### src/hdl/rtcsm_pkg.sv
`timescale 1ns / 1ps

package rtcsm_pkg;

  localparam logic [1:0] CMD_TICK  = 2'd0;
  localparam logic [1:0] CMD_WRITE = 2'd1;
  localparam logic [1:0] CMD_READ  = 2'd2;

  localparam logic [1:0] CFG_PHASE_TICKS = 2'd0;
  localparam logic [1:0] CFG_GUARD_TICKS = 2'd1;

  localparam logic [15:0] PHASE_TICKS_RESET = 16'd4;
  localparam logic [15:0] GUARD_TICKS_RESET = 16'd4;

  localparam logic [4:0] BYTE_BITS  = 5'd8;
  localparam logic [4:0] WRITE_BITS = 5'd16;

  typedef enum logic [2:0] {
    PH_IDLE,
    PH_GUARD_START,
    PH_SEND_LOW,
    PH_SEND_HIGH,
    PH_RECV_HIGH,
    PH_RECV_LOW,
    PH_GUARD_END
  } phase_t;

  typedef struct packed {
    logic [1:0] command;
    logic [7:0] address;
    logic [7:0] write_data;
    logic       data_pin;
  } rtcsm_in_t;

  typedef struct packed {
    logic       enable_pin;
    logic       clock_pin;
    logic       data_out_pin;
    logic       data_drive;
    logic       busy_res;
    logic       done_res;
    logic [7:0] read_data;
  } rtcsm_out_t;

  typedef struct packed {
    logic [15:0] phase_ticks;
    logic [15:0] guard_ticks;
  } rtcsm_cfg_t;

endpackage

### src/hdl/three_wire_rtc_serial_master.sv
`timescale 1ns / 1ps

// Three-wire serial master (enable, clock, shared data), least significant bit first.
// Every input beat is one timing tick or a start command and yields exactly one result
// beat showing the line levels after that tick, delivered through the output
// register; a new beat is taken every cycle unless a result waits under stall. Each clock
// half period lasts phase_ticks beats and enable is held guard_ticks beats before
// the first and after the last bit; a value of 0 counts as 1. A write takes
// 2*guard + 32*phase beats, a read 2*guard + 32*phase beats as well (8 sent bits and
// 8 received bits). Starts while busy are ordinary ticks. Configuration is written
// through cfg_index/cfg_data; indexes other than 0 and 1 are ignored.

module three_wire_rtc_serial_master
  import rtcsm_pkg::*;
(
  input  logic        clk,
  input  logic        rst_n,
  input  logic        in_valid,
  output logic        in_stall,
  input  rtcsm_in_t   in_data,
  output logic        out_valid,
  input  logic        out_stall,
  output rtcsm_out_t  out_data,
  input  logic        cfg_valid,
  output logic        cfg_ready,
  input  logic [1:0]  cfg_index,
  input  logic [15:0] cfg_data
);

  rtcsm_cfg_t cfg_r;
  logic       out_valid_r;
  rtcsm_out_t out_data_r;
  rtcsm_out_t result;
  logic       in_accept;

  assign cfg_ready = 1'b1;
  assign in_stall  = out_valid_r && out_stall;
  assign in_accept = in_valid && !in_stall;

  rtcsm_seq u_seq (
    .clk    (clk),
    .rst_n  (rst_n),
    .step   (in_accept),
    .item   (in_data),
    .cfg    (cfg_r),
    .result (result)
  );

  always_ff @(posedge clk) begin
    if (!rst_n) begin
      cfg_r.phase_ticks <= PHASE_TICKS_RESET;
      cfg_r.guard_ticks <= GUARD_TICKS_RESET;
    end else if (cfg_valid && cfg_ready) begin
      if (cfg_index == CFG_PHASE_TICKS) begin
        cfg_r.phase_ticks <= cfg_data;
      end else if (cfg_index == CFG_GUARD_TICKS) begin
        cfg_r.guard_ticks <= cfg_data;
      end
    end
  end

  always_ff @(posedge clk) begin
    if (!rst_n) begin
      out_valid_r <= 1'b0;
    end else if (in_accept) begin
      out_valid_r <= 1'b1;
    end else if (!out_stall) begin
      out_valid_r <= 1'b0;
    end
  end

  always_ff @(posedge clk) begin
    if (in_accept) begin
      out_data_r <= result;
    end
  end

  assign out_valid = out_valid_r;
  assign out_data  = out_data_r;

endmodule

### src/hdl/rtcsm_seq.sv
`timescale 1ns / 1ps

module rtcsm_seq
  import rtcsm_pkg::*;
(
  input  logic       clk,
  input  logic       rst_n,
  input  logic       step,
  input  rtcsm_in_t  item,
  input  rtcsm_cfg_t cfg,
  output rtcsm_out_t result
);

  phase_t      phase_r, phase_nxt;
  logic [4:0]  bit_count_r, bit_count_nxt;
  logic [15:0] send_shift_r, send_shift_nxt;
  logic [7:0]  receive_shift_r, receive_shift_nxt;
  logic [15:0] tick_count_r, tick_count_nxt;
  logic        is_read_r, is_read_nxt;
  logic [7:0]  last_read_r, last_read_nxt;
  logic        done;

  logic [15:0] len_raw;
  logic [15:0] len_eff;
  logic [16:0] tick_inc;
  logic        phase_end;
  logic [4:0]  send_limit;

  always_comb begin
    len_raw = ((phase_r == PH_GUARD_START) || (phase_r == PH_GUARD_END)) ?
              cfg.guard_ticks : cfg.phase_ticks;
    len_eff   = (len_raw == 16'd0) ? 16'd1 : len_raw;
    tick_inc  = {1'b0, tick_count_r} + 17'd1;
    phase_end = (tick_inc >= {1'b0, len_eff});
    send_limit = is_read_r ? BYTE_BITS : WRITE_BITS;
  end

  always_comb begin
    phase_nxt         = phase_r;
    bit_count_nxt     = bit_count_r;
    send_shift_nxt    = send_shift_r;
    receive_shift_nxt = receive_shift_r;
    tick_count_nxt    = tick_count_r;
    is_read_nxt       = is_read_r;
    last_read_nxt     = last_read_r;
    done              = 1'b0;
    if (step) begin
      if (phase_r == PH_IDLE) begin
        if ((item.command == CMD_WRITE) || (item.command == CMD_READ)) begin
          is_read_nxt       = (item.command == CMD_READ);
          send_shift_nxt    = (item.command == CMD_READ) ? {8'd0, item.address} :
                              {item.write_data, item.address};
          bit_count_nxt     = 5'd0;
          receive_shift_nxt = 8'd0;
          tick_count_nxt    = 16'd0;
          phase_nxt         = PH_GUARD_START;
        end
      end else if (phase_end) begin
        tick_count_nxt = 16'd0;
        case (phase_r)
          PH_GUARD_START: begin
            phase_nxt = PH_SEND_LOW;
          end
          PH_SEND_LOW: begin
            phase_nxt = PH_SEND_HIGH;
          end
          PH_SEND_HIGH: begin
            send_shift_nxt = {1'b0, send_shift_r[15:1]};
            bit_count_nxt  = bit_count_r + 5'd1;
            if (bit_count_nxt >= send_limit) begin
              if (is_read_r) begin
                bit_count_nxt = 5'd0;
                phase_nxt     = PH_RECV_HIGH;
              end else begin
                phase_nxt = PH_GUARD_END;
              end
            end else begin
              phase_nxt = PH_SEND_LOW;
            end
          end
          PH_RECV_HIGH: begin
            phase_nxt = PH_RECV_LOW;
          end
          PH_RECV_LOW: begin
            receive_shift_nxt = {item.data_pin, receive_shift_r[7:1]};
            bit_count_nxt     = bit_count_r + 5'd1;
            phase_nxt         = (bit_count_nxt >= BYTE_BITS) ? PH_GUARD_END : PH_RECV_HIGH;
          end
          PH_GUARD_END: begin
            if (is_read_r) begin
              last_read_nxt = receive_shift_r;
            end
            phase_nxt = PH_IDLE;
            done      = 1'b1;
          end
          default: begin
            phase_nxt = PH_IDLE;
          end
        endcase
      end else begin
        tick_count_nxt = tick_inc[15:0];
      end
    end
  end

  always_comb begin
    result.enable_pin   = 1'b0;
    result.clock_pin    = 1'b0;
    result.data_out_pin = 1'b0;
    result.data_drive   = 1'b0;
    case (phase_nxt)
      PH_GUARD_START: begin
        result.enable_pin = 1'b1;
        result.data_drive = 1'b1;
      end
      PH_SEND_LOW: begin
        result.enable_pin   = 1'b1;
        result.data_drive   = 1'b1;
        result.data_out_pin = send_shift_nxt[0];
      end
      PH_SEND_HIGH: begin
        result.enable_pin   = 1'b1;
        result.clock_pin    = 1'b1;
        result.data_drive   = 1'b1;
        result.data_out_pin = send_shift_nxt[0];
      end
      PH_RECV_HIGH: begin
        result.enable_pin = 1'b1;
        result.clock_pin  = 1'b1;
      end
      PH_RECV_LOW: begin
        result.enable_pin = 1'b1;
      end
      PH_GUARD_END: begin
        result.enable_pin = 1'b1;
        result.data_drive = !is_read_nxt;
      end
      default: begin
        result.enable_pin = 1'b0;
      end
    endcase
    result.busy_res  = (phase_nxt != PH_IDLE);
    result.done_res  = done;
    result.read_data = last_read_nxt;
  end

  always_ff @(posedge clk) begin
    if (!rst_n) begin
      phase_r         <= PH_IDLE;
      bit_count_r     <= 5'd0;
      send_shift_r    <= 16'd0;
      receive_shift_r <= 8'd0;
      tick_count_r    <= 16'd0;
      is_read_r       <= 1'b0;
      last_read_r     <= 8'd0;
    end else begin
      phase_r         <= phase_nxt;
      bit_count_r     <= bit_count_nxt;
      send_shift_r    <= send_shift_nxt;
      receive_shift_r <= receive_shift_nxt;
      tick_count_r    <= tick_count_nxt;
      is_read_r       <= is_read_nxt;
      last_read_r     <= last_read_nxt;
    end
  end

endmodule

### config.mk
export PLATFORM = sky130hd
export DESIGN_NAME = three_wire_rtc_serial_master
export DESIGN_NICKNAME = d
export VERILOG_FILES = /design/src/hdl/rtcsm_pkg.sv /design/src/hdl/three_wire_rtc_serial_master.sv /design/src/hdl/rtcsm_seq.sv
export SDC_FILE = /design/constraint.sdc
export NUM_CORES = 1
export LEC_CHECK = 0
export BUFFER_PORTS_ARGS = -buffer_cell sky130_fd_sc_hd__buf_2
export CAP_MARGIN = 30
export CELL_PAD_IN_SITES_DETAIL_PLACEMENT = 0
export CELL_PAD_IN_SITES_GLOBAL_PLACEMENT = 2
export CORE_ASPECT_RATIO = 0.8
export CORE_MARGIN = 2
export CORE_UTILIZATION = 32
export DETAILED_ROUTE_END_ITERATION = 16
export GPL_ROUTABILITY_DRIVEN = 1
export PLACE_DENSITY = 0.73
export SLEW_MARGIN = 20
export SYNTH_ARGS = -nofsm -noshare
export SYNTH_HDL_FRONTEND = slang
export SYNTH_SLANG_ARGS = --single-unit
### constraint.sdc
create_clock -name clk -period 3.75 [get_ports clk]
set_clock_uncertainty 0.05 [all_clocks]
set_input_delay 0.375 -clock clk [delete_from_list [all_inputs] [get_ports clk]]
set_output_delay 0.375 -clock clk [all_outputs]
set_load 0.02 [all_outputs]
Word-level counts from Yosys, hierarchy flattened
Index checks and enable logic that the tools add are counted.

Add/sub/neg operators: 2. Magnitude comparators: 3. Eq/ne operators: 17. Mux-type cells: 44. Bitwise operators: 2. Reductions and logical operators: 25.

Operator list (number): two-way mux 16 bit (10); two-way mux 8 bit (9); two-way mux 5 bit (6); == test 3 bit (second input constant) (6); adder 16 x 1 -> 17 bit (second input constant) (1); >= comparator 17 x 16 -> 1 bit (1); zero test 16 bit (1); two-way mux 3 bit (5); case mux 3 bit (5 select lines) (1); == test 3 x 2 -> 1 bit (second input constant) (4); AND reduction 4 bit (3); case mux 5 bit (2 select lines) (1); two-way mux 1 bit (9); == test 3 x 1 -> 1 bit (second input constant) (2); nonzero test 2 bit (3); nonzero test 3 bit (2); OR reduction 2 bit (3); OR reduction 6 bit (1); adder 5 x 1 -> 5 bit (second input constant) (1); >= comparator 5 x 4 -> 1 bit (second input constant) (1); >= comparator 5 bit (1); == test 2 x 1 -> 1 bit (second input constant) (2); two-way mux 2 bit (2); AND reduction 2 bit (2); 12 further kinds (16).

Flip-flop bits (word level): 104. Word-level logic and storage cells: 111.

Depth between registers and ports, before layout
Depth after elaboration: 12. Gate-level depth with buffers: 18. Gate-level depth less buffers: 15.

By module
A second synthesis with hierarchy kept.

Cell total of the unflattened synthesis: 582. Area total of the unflattened synthesis: 5482.8 um^2.

By module, submodules not included: rtcsm_seq (times used 1, cells each 437, area an instance 3777.4 um^2); three_wire_rtc_serial_master (times used 1, cells each 145, area an instance 1705.4 um^2).

Least setup slack after synthesis
No wires, ideal clock.

Path type: register -> register. Start: register u_seq.phase_r[2]. End: register out_data_r (netlist bit out_data[12]) (data pin). Arrival time: 3.630 ns. Required time: 3.440 ns. Path slack: -0.190 ns. Cell stages (with the launch flop): 18. Cell sequence: dfxtp_1 -> nor2b_1 -> and2_1 -> a21o_1 -> buf_4 -> buf_6 -> mux2i_1 -> nand4_1 -> or4_1 -> nand2_1 -> ha_1 -> inv_1 -> a2111oi_0 -> o21ai_1 -> nand3_4 -> mux2_2 -> and3_4 -> mux2_2.

RTL lines: from (decl) (line rtcsm_seq.sv:14) `phase_t phase_r, phase_nxt;`; from (signal assigned) (line rtcsm_seq.sv:157) `phase_r <= phase_nxt;`; to (signal assigned) (line three_wire_rtc_serial_master.sv:74) `out_data_r <= result;`; to (decl) (line three_wire_rtc_serial_master.sv:32) `rtcsm_out_t out_data_r;`.

==> tab_implementation.tex <==
\begin{tabular}{lr}
\hline
Metric & Value \\
\hline
\multicolumn{2}{l}{\textbf{STA}} \\
Tightest hold margin & 0.1949 ns \\
Achievable clock frequency & 263.4 MHz \\
Final hold viol count & 0 \\
Measured slew at the worst slew-check pin & 1.121 ns \\
Part of the cycle the worst path needs & 1.012 \\
Worst setup margin & -0.04671 ns \\
Total of endpoints with negative setup slack in the final report & 4 \\
Final period demand of the worst path & 3.797 ns \\
Total negative slack for setup checks & -0.07569 ns \\
Setup repair after global routing missed its margin & true \\
Final Max Tran Viols & 0 \\
Headroom to the max-slew limit & 0.2525 \\
\multicolumn{2}{l}{\textbf{Setup path}} \\
Kind of start point of the critical path & flop \\
CP Max Fanout & 8 \\
Arrival time of data at the critical path endpoint & 3.86 ns \\
Endpoint class of the critical path & flop \\
Required time reported for the critical path endpoint & 3.81 ns \\
Classification of the worst setup path & flop to flop \\
\multicolumn{2}{l}{\textbf{Global route}} \\
Pin count of the biggest net entering global routing & 58 \\
Number of antenna violations at the first check in global routing & 0 \\
Vias in the first global route & 4,356 \\
Global-route wire length before repair & 22,890 µm \\
Congestion Overflow GR & 0 \\
Aggregate global-route resource usage & 0.1649 \\
\multicolumn{2}{l}{\textbf{Logic synthesis}} \\
Average size of a mapped cell & 9.139 µm² \\
Sequential cell area fraction in the yosys report & 0.4273 \\
Number of enable flip-flop cells after synthesis & 14 \\
Synthesized netlist net count & 634 \\
Cell accounting for the most synthesized area & sky130\_fd\_sc\_hd\_\_dfxtp\_1 \\
Cell count after synthesis & 569 \\
Top\_reg\_cell synth & sky130\_fd\_sc\_hd\_\_dfxtp\_1 \\
Async set or reset register ratio after synthesis & 0 \\
Post-synthesis cell type count & 66 \\
Cell types occupying the most area after synthesis & sky130\_fd\_sc\_hd\_\_dfxtp\_1, sky130\_fd\_sc\_hd\_\_edfxtp\_1, sky130\_fd\_sc\_hd\_\_nand2\_1 \\
Number of warning messages in the yosys log & 0 \\
Top cell type's share of synthesized area & 0.3465 \\
Flops \& latches, synth & 104 \\
Netlist Area Pre-Place & 5200 µm² \\
\multicolumn{2}{l}{\textbf{Detailed routing}} \\
Number of nets with antenna violations after routing & 0 \\
1st-pass router iterations & 4 \\
Routed vias & 4,474 \\
Post-route DRC violation count & 0 \\
Wirelength, routed & 14,090 µm \\
Wire length per cell after detailed routing & 15.80 µm \\
DRT iter0 DRCs & 303 \\
Per-cell via count in the routed design & 5.016 \\
\multicolumn{2}{l}{\textbf{Placement}} \\
Half-perimeter wire length after detailed placement & 10,070 µm \\
Final GP Congestion & 0.8906 \\
Worst setup timing slack at the placement stage & -0.2033 ns \\
Placed standard-cell area & 6016 µm² \\
Buffers on Ports & 57 \\
\multicolumn{2}{l}{\textbf{Clocking}} \\
Number of clock buffers inserted by TritonCTS & 9 \\
Clock tree from TritonCTS & done \\
Clock transition at path regs & 0.07 ns \\
Number of sinks driven by the clock tree & 104 \\
Level count of the clock H-tree & 3 \\
Source-to-sink clock delay at the later pin of the worst-skew pair & 0.35 ns \\
Cell at the root of the clock tree & sky130\_fd\_sc\_hd\_\_clkbuf\_16 \\
Longest Clk Path Bufs & 2 \\
Post-CTS Hold Fix Bufs & 0 \\
\multicolumn{2}{l}{\textbf{Die}} \\
Die extent in y & 118.0 µm \\
Die X & 146.5 µm \\
Core area & 15,850 µm² \\
Starting Density & 0.3280 \\
Ports placed on the boundary & 59 \\
Rows & 41 \\
DIE AREA & 17,290 µm² \\
\multicolumn{2}{l}{\textbf{Layout}} \\
Most common library cell in the layout ignoring fill and taps & sky130\_fd\_sc\_hd\_\_nand2\_1 \\
Layout cells sized above 1 & 0.3294 \\
Area added between synthesis and finish & 31.38\% \\
Commonest cells after routing, fill and taps aside & sky130\_fd\_sc\_hd\_\_nand2\_1, sky130\_fd\_sc\_hd\_\_dfxtp\_1, sky130\_fd\_sc\_hd\_\_buf\_2 \\
Nets & 737 \\
Number of antenna cells inserted & 0 \\
Final cell area excluding filler cells & 6832 µm² \\
\multicolumn{2}{l}{\textbf{Power}} \\
Static leakage & 2.789 nW \\
Peak supply drop & 0.2234 mV \\
Power per unit of standard cell area & 381.1 nW/µm² \\
\multicolumn{2}{l}{\textbf{Status}} \\
Outcome & complete, but fails checks \\
Violated checks & negative setup slack \\
\multicolumn{2}{l}{\textbf{Hold path}} \\
Class of the worst hold path & input pin to flop \\
\multicolumn{2}{l}{\textbf{Job}} \\
Max Cap Viol & 0 \\
\hline
\end{tabular}
==> registers in the layout, indices dropped and copies added (netlist names) <==
register / count
u_seq.tick_count_r: 16
out_data: 14
u_seq.send_shift_r: 16
u_seq.last_read_r: 8
u_seq.is_read_r: 1
u_seq.phase_r: 3
u_seq.receive_shift_r: 8
u_seq.bit_count_r: 5
out_valid: 1
cfg_r: 32
==> cells in the mapped netlist (all sizes together) (2+ instances only) <==
cell type,count
a2111oi,3
a21o,3
a21oi,53
a221oi,14
a22oi,12
a311oi,2
a31oi,2
a41oi,3
and2,10
and3,4
and4,2
buf,11
clkbuf,19
dfxtp,90
edfxtp,14
ha,23
inv,12
mux2,11
mux2i,30
nand2,97
nand3,22
nand3b,2
nand4,8
nor2,45
nor2b,5
nor3,6
nor4,3
o211a,2
o21a,2
o21ai,21
o21bai,2
o22ai,3
or2,2
or3,3
xnor2,11
xor2,5
==> per-layer routing <==
metal / part of all wire / GRT usage
met1: 0.50 / 0.2346
met2: 0.44 / 0.2503
met3: 0.042 / 0.03643
met4: 0.016 / 0.04794
met5: 0 / 0
==> report_power, final <==
part           total, mW  switching (mW)  internal [mW]
Sequential          1.21          0.0333           1.18
Combinational      0.481           0.277          0.204
Clock              0.911           0.452          0.458
==> critical path: stages, from the launching register on <==
cell and delay, ns:
sky130_fd_sc_hd__dfxtp_2 0.35, sky130_fd_sc_hd__nor2b_4 0.14, sky130_fd_sc_hd__and2_4 0.15, sky130_fd_sc_hd__a21o_4 0.13
sky130_fd_sc_hd__buf_12 0.17, sky130_fd_sc_hd__mux2i_4 0.26, sky130_fd_sc_hd__nand4_1 0.12, sky130_fd_sc_hd__or4_4 0.56
sky130_fd_sc_hd__nand2_4 0.08, sky130_fd_sc_hd__ha_4 0.12, sky130_fd_sc_hd__inv_2 0.04, sky130_fd_sc_hd__a2111oi_4 0.34
sky130_fd_sc_hd__o21ai_4 0.12, sky130_fd_sc_hd__nand3_4 0.13, sky130_fd_sc_hd__mux2_4 0.34, sky130_fd_sc_hd__and3_4 0.21
sky130_fd_sc_hd__mux2_4 0.26
==> kinds of logic after synthesis <==
| kind of cell | synth area share |
|---|---|
| compound gates | 0.1631 |
| xor+xnor | 0.02695 |
| fa+ha+maj | 0.05534 |
| buf+inv | 0.03729 |
| flops | 0.4273 |
| mux | 0.08734 |
| other cells | 0.0007212 |
| simple gates | 0.2019 |
==> layout make-up <==
type	count	area, µm²
Fill cell	1557	9020
Multi-Input combinational cell	424	3183
Sequential cell	104	2225
Timing Repair Buffer	121	830.8
Tap cell	215	269.0
Clock buffer	9	225.2
Clock inverter	7	53.80
Inverter	12	45.04
==> what timing repair did <==
action | 4_1_cts | 5_1_grt
hold endpoints to repair | 0 | 0
buffers inserted | 4 | 6
gates cloned | 1 | 2
endpoints found under the setup margin | 48 | 68
pin swaps | 6 | 11
gates resized for setup | 33 | 50
==> through the flow <==
stage	power [mW]	std cells	util
final	2.604	892	0.4310
after global routing	2.723	892	0.4310
after CTS	2.587	883	0.4115
after detailed placement	1.620	862	0.3795
after global placement	1.611	862	0.3795
after floorplan	1.475	569	-
==> worst paths after layout <==
check / start / to / slack [ns] / cells after the start
setup / recovery: u_seq.phase_r[2] / out_data[12] / -0.05 / 16
hold / removal: in_valid / out_valid / 0.19 / 2
setup reg to reg: u_seq.phase_r[2] / out_data[12] / -0.05 / 16
hold reg to reg: cfg_r[0] / cfg_r[0] / 0.41 / 2
Power figures use the tool's default switching activity.
